<file path="src/charset_candidate_enumerator_macros.svh">
// Assertion macros shared by the charset candidate enumerator RTL.
// Included by the top level; depends on nothing else.
`ifndef CHARSET_CANDIDATE_ENUMERATOR_MACROS_SVH
`define CHARSET_CANDIDATE_ENUMERATOR_MACROS_SVH

// Same-cycle implication, checked on every rising edge outside reset.
`define CCENUM_ASSERT_NOW(label, clk, rst, ante, cons, msg) \
  label: assert property (@(posedge clk) disable iff (rst) (ante) |-> (cons)) \
    else $error(msg);

// Next-cycle implication, checked on every rising edge outside reset.
`define CCENUM_ASSERT_NEXT(label, clk, rst, ante, cons, msg) \
  label: assert property (@(posedge clk) disable iff (rst) (ante) |=> (cons)) \
    else $error(msg);

`endif

</file>
<file path="src/ccenum_pkg.sv">
// Shared types and constants for the charset candidate enumerator.
// Used by ccenum_front, ccenum_back and charset_candidate_enumerator; no dependencies.
package ccenum_pkg;

  localparam int MAX_LEN     = 32;
  localparam int LEN_W       = $clog2(MAX_LEN + 1);
  localparam int POS_W       = $clog2(MAX_LEN);
  localparam int SYM_W       = 8;
  localparam int NSYM        = 1 << SYM_W;
  localparam int CFG_W       = 8;
  localparam int REG_IDX_W   = 2;
  // Queue depths must be powers of two so that the pointers wrap on their own.
  localparam int Q_DEPTH     = 2;
  localparam int Q_PTR_W     = $clog2(Q_DEPTH);
  localparam int Q_CNT_W     = $clog2(Q_DEPTH + 1);

  typedef enum logic [1:0] {
    MODE_SUCC_WR   = 2'd0,
    MODE_PREFIX_WR = 2'd1,
    MODE_START     = 2'd2,
    MODE_NEXT      = 2'd3
  } mode_t;

  typedef enum logic [REG_IDX_W-1:0] {
    REG_PREFIX_LEN = 2'd0,
    REG_MAX_LEN    = 2'd1,
    REG_FIRST_SYM  = 2'd2
  } reg_idx_t;

  typedef enum logic [1:0] {
    PHASE_IDLE = 2'd0,
    PHASE_WALK = 2'd1,
    PHASE_DONE = 2'd2
  } phase_t;

  typedef enum logic [2:0] {
    ST_IDLE    = 3'd0,
    ST_EMIT    = 3'd1,
    ST_ADVANCE = 3'd2,
    ST_LOOKUP  = 3'd3,
    ST_CHECK   = 3'd4
  } eng_state_t;

  typedef struct packed {
    logic [1:0]       mode;
    logic [SYM_W-1:0] slot;
    logic [SYM_W-1:0] byte_value;
  } in_item_t;

  typedef struct packed {
    logic [SYM_W-1:0] symbol_out;
    logic [POS_W-1:0] position;
    logic [LEN_W-1:0] candidate_length;
    logic             last_byte;
    logic             exhausted;
  } result_t;

  typedef struct packed {
    mode_t            kind;
    logic [SYM_W-1:0] slot;
    logic [SYM_W-1:0] value;
    logic             slot_in_range;
  } cmd_t;

  typedef struct packed {
    logic [LEN_W-1:0] prefix_length;
    logic [LEN_W-1:0] maximum_length;
    logic [SYM_W-1:0] first_symbol;
  } cfg_t;

endpackage

</file>
<file path="src/ccenum_front.sv">
// Front end of the enumerator: accepts input transactions, decodes them into
// commands and holds them in a short queue. Depends on ccenum_pkg.
module ccenum_front (
  input  logic                 clk,
  input  logic                 rst,
  input  logic                 push,
  output logic                 full,
  input  ccenum_pkg::in_item_t item,
  output logic                 cmd_valid,
  output ccenum_pkg::cmd_t     cmd,
  input  logic                 cmd_ready
);

  ccenum_pkg::cmd_t                   q [ccenum_pkg::Q_DEPTH];
  logic [ccenum_pkg::Q_PTR_W-1:0]     wr_ptr;
  logic [ccenum_pkg::Q_PTR_W-1:0]     rd_ptr;
  logic [ccenum_pkg::Q_CNT_W-1:0]     count;
  ccenum_pkg::cmd_t                   decoded;
  logic                               accept;
  logic                               take;

  // Prefix writes beyond the candidate buffer are dropped, so flag them here.
  always_comb begin
    decoded.kind          = ccenum_pkg::mode_t'(item.mode);
    decoded.slot          = item.slot;
    decoded.value         = item.byte_value;
    decoded.slot_in_range = item.slot < ccenum_pkg::SYM_W'(ccenum_pkg::MAX_LEN);
  end

  assign full      = count == ccenum_pkg::Q_CNT_W'(ccenum_pkg::Q_DEPTH);
  assign cmd_valid = count != '0;
  assign cmd       = q[rd_ptr];
  assign accept    = push && !full;
  assign take      = cmd_valid && cmd_ready;

  always_ff @(posedge clk) begin
    if (rst) begin
      wr_ptr <= '0;
      rd_ptr <= '0;
      count  <= '0;
    end else begin
      if (accept) begin
        wr_ptr <= wr_ptr + 1'b1;
      end
      if (take) begin
        rd_ptr <= rd_ptr + 1'b1;
      end
      count <= count + ccenum_pkg::Q_CNT_W'(accept) - ccenum_pkg::Q_CNT_W'(take);
    end
  end

  always_ff @(posedge clk) begin
    if (accept) begin
      q[wr_ptr] <= decoded;
    end
  end

endmodule

</file>
<file path="src/ccenum_back.sv">
// Back end of the enumerator: successor memory, candidate buffer, the walk
// sequencer and the result queue. Depends on ccenum_pkg.
module ccenum_back (
  input  logic                clk,
  input  logic                rst,
  input  ccenum_pkg::cfg_t    cfg,
  input  logic                cmd_valid,
  input  ccenum_pkg::cmd_t    cmd,
  output logic                cmd_ready,
  output logic                empty,
  input  logic                pop,
  output ccenum_pkg::result_t result
);

  localparam int SW = ccenum_pkg::SYM_W;
  localparam int LW = ccenum_pkg::LEN_W;
  localparam int PW = ccenum_pkg::POS_W;

  ccenum_pkg::eng_state_t state, state_next;
  ccenum_pkg::phase_t     phase, phase_next;
  logic [LW-1:0]          cur_len, cur_len_next;
  logic [PW-1:0]          idx, idx_next;

  // Candidate buffer: one write port, one read port.
  logic [SW-1:0] cand [ccenum_pkg::MAX_LEN];
  logic          cand_we;
  logic [PW-1:0] cand_waddr;
  logic [SW-1:0] cand_wdata;
  logic [PW-1:0] cand_raddr;
  logic [SW-1:0] cand_rdata;

  // Successor memory with registered read; valid bits stand in for the zero reset.
  logic [SW-1:0] succ_mem [ccenum_pkg::NSYM];
  logic          succ_valid [ccenum_pkg::NSYM];
  logic          succ_we;
  logic          succ_re;
  logic [SW-1:0] succ_raddr;
  logic [SW-1:0] succ_rdata;
  logic          succ_rvalid;
  logic [SW-1:0] succ_next_sym;

  // Result queue.
  ccenum_pkg::result_t             oq [ccenum_pkg::Q_DEPTH];
  logic [ccenum_pkg::Q_PTR_W-1:0]  owr_ptr;
  logic [ccenum_pkg::Q_PTR_W-1:0]  ord_ptr;
  logic [ccenum_pkg::Q_CNT_W-1:0]  ocount;
  logic                            out_full;
  logic                            out_push;
  logic                            out_pop;
  ccenum_pkg::result_t             out_data;

  logic [LW-1:0] limit;
  logic [LW-1:0] len_dec;

  assign cand_rdata    = cand[cand_raddr];
  assign succ_next_sym = succ_rvalid ? succ_rdata : '0;
  assign limit         = (cfg.maximum_length > LW'(ccenum_pkg::MAX_LEN)) ?
                         LW'(ccenum_pkg::MAX_LEN) : cfg.maximum_length;
  assign len_dec       = cur_len - 1'b1;

  always_ff @(posedge clk) begin
    if (rst) begin
      state   <= ccenum_pkg::ST_IDLE;
      phase   <= ccenum_pkg::PHASE_IDLE;
      cur_len <= '0;
      idx     <= '0;
    end else begin
      state   <= state_next;
      phase   <= phase_next;
      cur_len <= cur_len_next;
      idx     <= idx_next;
    end
  end

  always_comb begin
    state_next   = state;
    phase_next   = phase;
    cur_len_next = cur_len;
    idx_next     = idx;
    cmd_ready    = 1'b0;
    cand_we      = 1'b0;
    cand_waddr   = '0;
    cand_wdata   = '0;
    cand_raddr   = idx;
    succ_we      = 1'b0;
    succ_re      = 1'b0;
    succ_raddr   = cand_rdata;
    out_push     = 1'b0;
    out_data     = '0;
    unique case (state)
      ccenum_pkg::ST_IDLE: begin
        cmd_ready = 1'b1;
        if (cmd_valid) begin
          unique case (cmd.kind)
            ccenum_pkg::MODE_SUCC_WR: begin
              succ_we = 1'b1;
            end
            ccenum_pkg::MODE_PREFIX_WR: begin
              cand_we    = cmd.slot_in_range;
              cand_waddr = cmd.slot[PW-1:0];
              cand_wdata = cmd.value;
            end
            ccenum_pkg::MODE_START: begin
              if (cfg.prefix_length > cfg.maximum_length ||
                  cfg.maximum_length > LW'(ccenum_pkg::MAX_LEN)) begin
                phase_next   = ccenum_pkg::PHASE_DONE;
                cur_len_next = '0;
              end else begin
                phase_next   = ccenum_pkg::PHASE_WALK;
                cur_len_next = cfg.prefix_length;
              end
            end
            ccenum_pkg::MODE_NEXT: begin
              idx_next   = '0;
              state_next = ccenum_pkg::ST_EMIT;
            end
            default: begin
            end
          endcase
        end
      end
      ccenum_pkg::ST_EMIT: begin
        if (!out_full) begin
          out_push = 1'b1;
          if (phase != ccenum_pkg::PHASE_WALK) begin
            out_data.exhausted = 1'b1;
            state_next         = ccenum_pkg::ST_IDLE;
          end else if (cur_len == '0) begin
            out_data.last_byte = 1'b1;
            state_next         = ccenum_pkg::ST_ADVANCE;
          end else begin
            out_data.symbol_out       = cand_rdata;
            out_data.position         = idx;
            out_data.candidate_length = cur_len;
            out_data.last_byte        = (LW'(idx) + 1'b1) == cur_len;
            if (out_data.last_byte) begin
              state_next = ccenum_pkg::ST_ADVANCE;
            end else begin
              idx_next = idx + 1'b1;
            end
          end
        end
      end
      ccenum_pkg::ST_ADVANCE: begin
        if (cur_len < limit) begin
          cand_we      = 1'b1;
          cand_waddr   = cur_len[PW-1:0];
          cand_wdata   = cfg.first_symbol;
          cur_len_next = cur_len + 1'b1;
          state_next   = ccenum_pkg::ST_IDLE;
        end else begin
          state_next = ccenum_pkg::ST_LOOKUP;
        end
      end
      ccenum_pkg::ST_LOOKUP: begin
        if (cur_len > cfg.prefix_length) begin
          cand_raddr = len_dec[PW-1:0];
          succ_re    = 1'b1;
          state_next = ccenum_pkg::ST_CHECK;
        end else begin
          phase_next = ccenum_pkg::PHASE_DONE;
          state_next = ccenum_pkg::ST_IDLE;
        end
      end
      ccenum_pkg::ST_CHECK: begin
        if (succ_next_sym != '0) begin
          cand_we    = 1'b1;
          cand_waddr = len_dec[PW-1:0];
          cand_wdata = succ_next_sym;
          state_next = ccenum_pkg::ST_IDLE;
        end else begin
          cur_len_next = len_dec;
          state_next   = ccenum_pkg::ST_LOOKUP;
        end
      end
      default: begin
        state_next = ccenum_pkg::ST_IDLE;
      end
    endcase
  end

  always_ff @(posedge clk) begin
    if (cand_we) begin
      cand[cand_waddr] <= cand_wdata;
    end
  end

  always_ff @(posedge clk) begin
    if (succ_we) begin
      succ_mem[cmd.slot] <= cmd.value;
    end
    if (succ_re) begin
      succ_rdata  <= succ_mem[succ_raddr];
      succ_rvalid <= succ_valid[succ_raddr];
    end
  end

  always_ff @(posedge clk) begin
    if (rst) begin
      for (int i = 0; i < ccenum_pkg::NSYM; i++) begin
        succ_valid[i] <= 1'b0;
      end
    end else if (succ_we) begin
      succ_valid[cmd.slot] <= 1'b1;
    end
  end

  assign out_full = ocount == ccenum_pkg::Q_CNT_W'(ccenum_pkg::Q_DEPTH);
  assign empty    = ocount == '0;
  assign out_pop  = pop && !empty;
  assign result   = oq[ord_ptr];

  always_ff @(posedge clk) begin
    if (rst) begin
      owr_ptr <= '0;
      ord_ptr <= '0;
      ocount  <= '0;
    end else begin
      if (out_push) begin
        owr_ptr <= owr_ptr + 1'b1;
      end
      if (out_pop) begin
        ord_ptr <= ord_ptr + 1'b1;
      end
      ocount <= ocount + ccenum_pkg::Q_CNT_W'(out_push) - ccenum_pkg::Q_CNT_W'(out_pop);
    end
  end

  always_ff @(posedge clk) begin
    if (out_push) begin
      oq[owr_ptr] <= out_data;
    end
  end

endmodule

</file>
<file path="src/charset_candidate_enumerator.sv">
// Top level of the charset candidate enumerator: configuration registers,
// front and back ends. Depends on ccenum_pkg, ccenum_front, ccenum_back and
// the assertion macros header.
`include "charset_candidate_enumerator_macros.svh"

// The enumerator walks, depth first, every string that begins with a loaded
// prefix and grows it up to maximum_length with symbols of a charset, which
// is held as a successor table (an entry of zero marks the last symbol). Each
// input transaction carries a mode: successor write, prefix byte write, start,
// or next. A next transaction returns the current candidate as one result
// transaction per byte (a single marker with candidate_length zero for the
// empty string, or a single result with exhausted set once the walk is over),
// and then advances the walk. Writes and start are handled in the idle state of
// the back end. A next on a candidate of L bytes streams the bytes (one per
// cycle while the result queue has room), then advances, and every backtracking
// step passes through the lookup and check states, since it reads the successor
// memory and waits for its registered data. The successor table is a 256-entry
// memory whose zero reset comes from per-entry valid bits, so no clearing pass
// is needed after reset. Two-deep queues sit on both sides, so the block keeps
// accepting input while a result waits to be popped.
module charset_candidate_enumerator (
  input  logic                                  clk,
  input  logic                                  rst,
  input  logic                                  push,
  output logic                                  full,
  input  ccenum_pkg::in_item_t                  item,
  output logic                                  empty,
  input  logic                                  pop,
  output ccenum_pkg::result_t                   result,
  input  logic                                  wr_en,
  input  logic [ccenum_pkg::REG_IDX_W-1:0]      wr_index,
  input  logic [ccenum_pkg::CFG_W-1:0]          wr_data
);

  ccenum_pkg::cfg_t cfg;
  logic             cmd_valid;
  logic             cmd_ready;
  ccenum_pkg::cmd_t cmd;

  // Configuration registers. Writes to an unused index are dropped.
  always_ff @(posedge clk) begin
    if (rst) begin
      cfg <= '0;
    end else if (wr_en) begin
      unique case (wr_index)
        ccenum_pkg::REG_PREFIX_LEN: begin
          cfg.prefix_length <= wr_data[ccenum_pkg::LEN_W-1:0];
        end
        ccenum_pkg::REG_MAX_LEN: begin
          cfg.maximum_length <= wr_data[ccenum_pkg::LEN_W-1:0];
        end
        ccenum_pkg::REG_FIRST_SYM: begin
          cfg.first_symbol <= wr_data[ccenum_pkg::SYM_W-1:0];
        end
        default: begin
        end
      endcase
    end
  end

  // The front end decodes input transactions and queues them as commands.
  ccenum_front u_front (
    .clk       (clk),
    .rst       (rst),
    .push      (push),
    .full      (full),
    .item      (item),
    .cmd_valid (cmd_valid),
    .cmd       (cmd),
    .cmd_ready (cmd_ready)
  );

  // The back end runs the walk and queues the result transactions.
  ccenum_back u_back (
    .clk       (clk),
    .rst       (rst),
    .cfg       (cfg),
    .cmd_valid (cmd_valid),
    .cmd       (cmd),
    .cmd_ready (cmd_ready),
    .empty     (empty),
    .pop       (pop),
    .result    (result)
  );

  // An exhausted result carries nothing else.
  `CCENUM_ASSERT_NOW(a_exhausted_clean, clk, rst, !empty && result.exhausted, result.symbol_out == '0 && result.position == '0 && result.candidate_length == '0 && !result.last_byte, "exhausted result has nonzero fields")

  // A byte of a nonempty candidate lies inside it.
  `CCENUM_ASSERT_NOW(a_position_in_range, clk, rst, !empty && !result.exhausted && result.candidate_length != '0, ccenum_pkg::LEN_W'(result.position) < result.candidate_length, "position beyond candidate length")

  // The last byte of a nonempty candidate is at its final position.
  `CCENUM_ASSERT_NOW(a_last_at_end, clk, rst, !empty && result.last_byte && result.candidate_length != '0, ccenum_pkg::LEN_W'(result.position) + 1'b1 == result.candidate_length, "last byte flagged at wrong position")

  // A waiting result does not vanish unless it is popped.
  `CCENUM_ASSERT_NEXT(a_result_kept, clk, rst, !empty && !pop, !empty, "pending result lost without pop")

endmodule
</file>
<file path="config.mk">
export PLATFORM = sky130hd
export DESIGN_NAME = charset_candidate_enumerator
export DESIGN_NICKNAME = d
export VERILOG_FILES = /design/src/ccenum_pkg.sv /design/src/ccenum_front.sv /design/src/ccenum_back.sv /design/src/charset_candidate_enumerator.sv
export VERILOG_INCLUDE_DIRS = /design/src /design/src/src
export SDC_FILE = /design/constraint.sdc
export NUM_CORES = 2
export LEC_CHECK = 0
export ABC_CLOCK_PERIOD_IN_PS = 5200
export BUFFER_PORTS_ARGS = -buffer_cell sky130_fd_sc_hd__buf_4
export CAP_MARGIN = 0
export CORE_MARGIN = 3
export CORE_UTILIZATION = 30
export CTS_CLUSTER_DIAMETER = 100
export DETAILED_ROUTE_END_ITERATION = 7
export PLACE_DENSITY_LB_ADDON = 0.1
export SETUP_SLACK_MARGIN = 0.4
export SLEW_MARGIN = 30
export SYNTH_ARGS = -nofsm -noshare
export SYNTH_HDL_FRONTEND = slang
export SYNTH_SLANG_ARGS = --single-unit
</file>
<file path="constraint.sdc">
create_clock -name clk -period 5.2 [get_ports clk]
set_clock_uncertainty 0.05 [all_clocks]
set_input_delay 0.26 -clock clk [delete_from_list [all_inputs] [get_ports clk]]
set_output_delay 0.26 -clock clk [all_outputs]
set_load 0.005 [all_outputs]
</file>
==> results.ini <==
[setup_path]
critical_path_arrival_ns = 6.57
endpoint_kind = flip-flop
worst_ep_required_time_ns = 5.80
startpoint_type = flip-flop
cp_top_family = simple AND/OR/NAND/NOR gates
critPathMaxStageDelay_ns = 0.52
critPathSlowestCell = mux4_2
crit_buf_inv = 11
regToRegSetupSlack_ns = -0.77
path_max_fanout = 8
crit_top_cell = buf_12
criticalPathCategory = reg2reg

[pwr]
peakVddDrop_mv = 0.304
power_frac_comb_pct = 22.3
intPower_mw = 43.5
p_clk_share_pct = 35.8
switching_share_pct = 29.7
power_leakage_nw = 48.2
p_per_area_mw_per_mm2 = 450
total_power_mw = 61.9
p_switching_mw = 18.4
seq_power_share_pct = 41.8

[synth]
ys_warn_count = 0
synth_seq_area_share_pct = 72.3
synth_top_family_by_area = simple AND/OR/NAND/NOR gates
async_flop_share_pct = 0
synth_edf_count = 2393
yosys.area_share.simple_pct = 12.2
synthXorXnorAreaFrac_pct = 0.171
synth_area_mm2 = 0.108
synth_compound_area_share_pct = 5.90
netlist_instances = 7797
synth.distinct_cells = 91
synth_fa_ha_area_share_pct = 0.279
syn_avg_cell_area_um2 = 13.8
ys.flop_type = edfxtp_1
ys_ff_latch = 2695
synthesis.nets = 7854
synth_mux_area_share_pct = 6.59

[cells_and_area]
fin_util_pct = 38.6
final_area_mm2 = 0.138
nets = 9168
layout-drive-gt1-share_pct = 25.8
fillers = 33800
syn_to_final_growth_pct = 27.8

[sta]
setup_viol = 9
fmax_ghz = 0.167
hold_viol = 0
fin_hold_ws_ns = 0.103
tightest_slew_ns = 1.11
rsz0062_at_grt = true
drv_slew = 0
setup_slack_ns = -0.771
finalCritPeriodShare_pct = 115
slew_headroom_pct = 26.2
layout_min_cycle_time_ns = 5.97

[global_route]
antenna_found_initial = 22
grt_pass1_wl_um = 561000
grt_max_degree = 161
overflow = 0
grt_pass1_vias = 71000
grt_usage_pct = 21.4

[clock_tree]
root_buffer = clkbuf_16
cts_buffers = 315
clkSinkCount = 2695
cts_buffer_depth = 4
ctsHtreeMaxLevel = 5
clk_latency_ns = 0.95
cts_tree = built
clk_pin_slew_worst_paths_ns = 0.05

[floorplan]
start_util_pct = 30.2
fp.dieH_um = 605
dieArea_mm2 = 0.366
pin_count = 56
row_count = 219
core_mm2 = 0.357
chipWidth_um = 605

[placement]
place_area_mm2 = 0.123
gp_congestion = 0.858
place_ws_ns = -2.00
dp_hpwl_um = 264000
port_buffers = 55

[drt]
drt_iter0_markers = 7221
wire_per_inst_um = 28.4
drt_wl_total_um = 401000
drc_errors = 0
drtAntennaViolNets = 0
drt-pass1-iter-count = 8
vias = 72000
routed_via_density = 5.09

[outcome]
violations = setup timing
outcome = complete, but fails checks

[worst_hold_path]
hold_path.class = in2reg

[job]
drv_cap = 0

==> worst reg2reg max path, cell delays in order, from the launching register on <==
cell       delay [ns]
dfxtp_2          0.32
inv_2            0.07
ha_4             0.20
and4_4           0.21
o21a_1           0.12
or3_4            0.37
buf_8            0.15
buf_12           0.13
a211oi_4         0.27
buf_12           0.17
buf_4            0.14
mux2i_1          0.25
nor3_1           0.07
nor3_1           0.23
nand3_2          0.17
nand2_8          0.14
buf_12           0.15
buf_6            0.15
buf_12           0.13
buf_12           0.13
buf_4            0.12
mux4_2           0.52
nand2_2          0.10
nand3_2          0.10
a2111oi_4        0.35
buf_6            0.21
nand4_1          0.40
nor4b_4          0.29
==> logic make-up after synthesis <==
family | after synthesis
and+or+nand+nor | 3085
DFF | 2695
AOI/OAI and AO/OA | 898
muxes | 548
buffers and inverters | 526
adders and majority gates | 24
xor gates and xnor gates | 21
==> cells in the mapped netlist (107+ instances only) <==
master    instances  area, um^2
clkbuf_1        149         559
nand3_1         301        1510
nand2_1        1430        5370
mux4_2          124        2790
and3_1          148         926
nor2_1          909        3410
buf_2           180         901
mux2i_1         375        3750
dfxtp_1         302        6050
a21oi_1         231        1160
edfxtp_1       2393       71900
a311oi_1        107         937
==> placed cells by master, fill, tap and decap left out, drive strengths merged, types with 19 or more instances in the layout <==
master	netlist	final
and3	148	148
o22ai	103	103
inv	39	46
nor3	69	69
nand2	1436	1436
a32oi	63	63
buf	338	1418
nor2	916	916
clkinv	0	86
dlygate4sd3	0	53
a31oi	59	59
o21ba	28	28
mux2	49	49
o21ai	62	62
nor4	52	52
a211oi	32	32
nand3	303	303
a22oi	28	28
mux4	124	124
a21oi	233	233
nand4	62	62
mux2i	375	375
edfxtp	2393	2393
bufinv	0	19
a311oi	108	108
o221ai	24	24
dfxtp	302	302
ha	24	24
clkbuf	149	468
==> repair_timing <==
| item | 4_1_cts | 5_1_grt |
|---|---|---|
| resized for setup | 264 | 198 |
| hold buffers | 53 | 0 |
| endpoints found under the hold margin | 176 | 0 |
| buffers inserted | 71 | 54 |
| cloned | 11 | 7 |
| pin swaps | 65 | 73 |
| setup endpoints to repair | 11 | 9 |
==> path summary, 6_finish.rpt <==
check | from | to | depth (start not counted)
setup / recovery | cfg[17]$_SDFFE_PP0P_ | u_back.succ_rdata[2]$_DFFE_PP_ | 27
hold / removal | wr_data[6] | cfg[6]$_SDFFE_PP0P_ | 4
hold reg to reg | u_back.succ_valid[37]$_DFF_P_ | u_back.succ_valid[37]$_DFF_P_ | 2
setup reg to reg | cfg[17]$_SDFFE_PP0P_ | u_back.succ_rdata[2]$_DFFE_PP_ | 27
==> metrics by stage <==
step | setup TNS (ns) | cells
detailed placement | -13.56 | 13300
floorplan | 0 | 7797
global placement | -14.96 | 13300
CTS | -6.02 | 14100
finish | -5.74 | 14100
global route | -6.86 | 14100
==> state kept, by name, indices dropped and copies added, names as in the netlist, named ones only <==
register / cells
u_back.cur_len: 6
u_back.idx: 5
u_back.succ_mem: 2048
u_front.rd_ptr: 1
u_back.ocount: 2
u_front.wr_ptr: 1
u_back.owr_ptr: 1
cfg: 20
u_back.succ_rdata: 8
u_back.succ_valid: 256
u_back.cand: 256
u_front.count: 2
u_back.succ_rvalid: 1
u_back.ord_ptr: 1
u_back.state: 3
u_front.q: 38
u_back.phase: 2
u_back.oq: 42
==> power groups by stage <==
stage	Sequential [mW]	Clock, mW	Combinational, mW
after floorplan	26.4	0	5.54
after global placement	26.3	0	12.7
after detailed placement	26.3	0	12.8
after CTS	25.9	22.7	13.5
after global routing	25.9	23.6	14.6
final	25.9	22.2	13.8
==> layout make-up <==
cell class                      instances  area [um^2]  area share (%)
Antenna cell                            8         20.0          0.0145
Clock buffer                          461         9000            6.54
Clock inverter                        120         1320           0.958
Inverter                               39          146           0.106
Multi-Input combinational cell       4576        29100            21.2
Sequential cell                      2695        77900            56.6
Tap cell                             4751         5940            4.32
Timing Repair Buffer                 1484        14200            10.3
==> layer usage <==
layer / track usage [%] / wire, um
met5: 0 / 21
met4: 5.15 / 10300
met3: 2.82 / 21700
met2: 34.4 / 186000
met1: 30.5 / 183000
No activity file was read; power rests on OpenSTA's default activity.
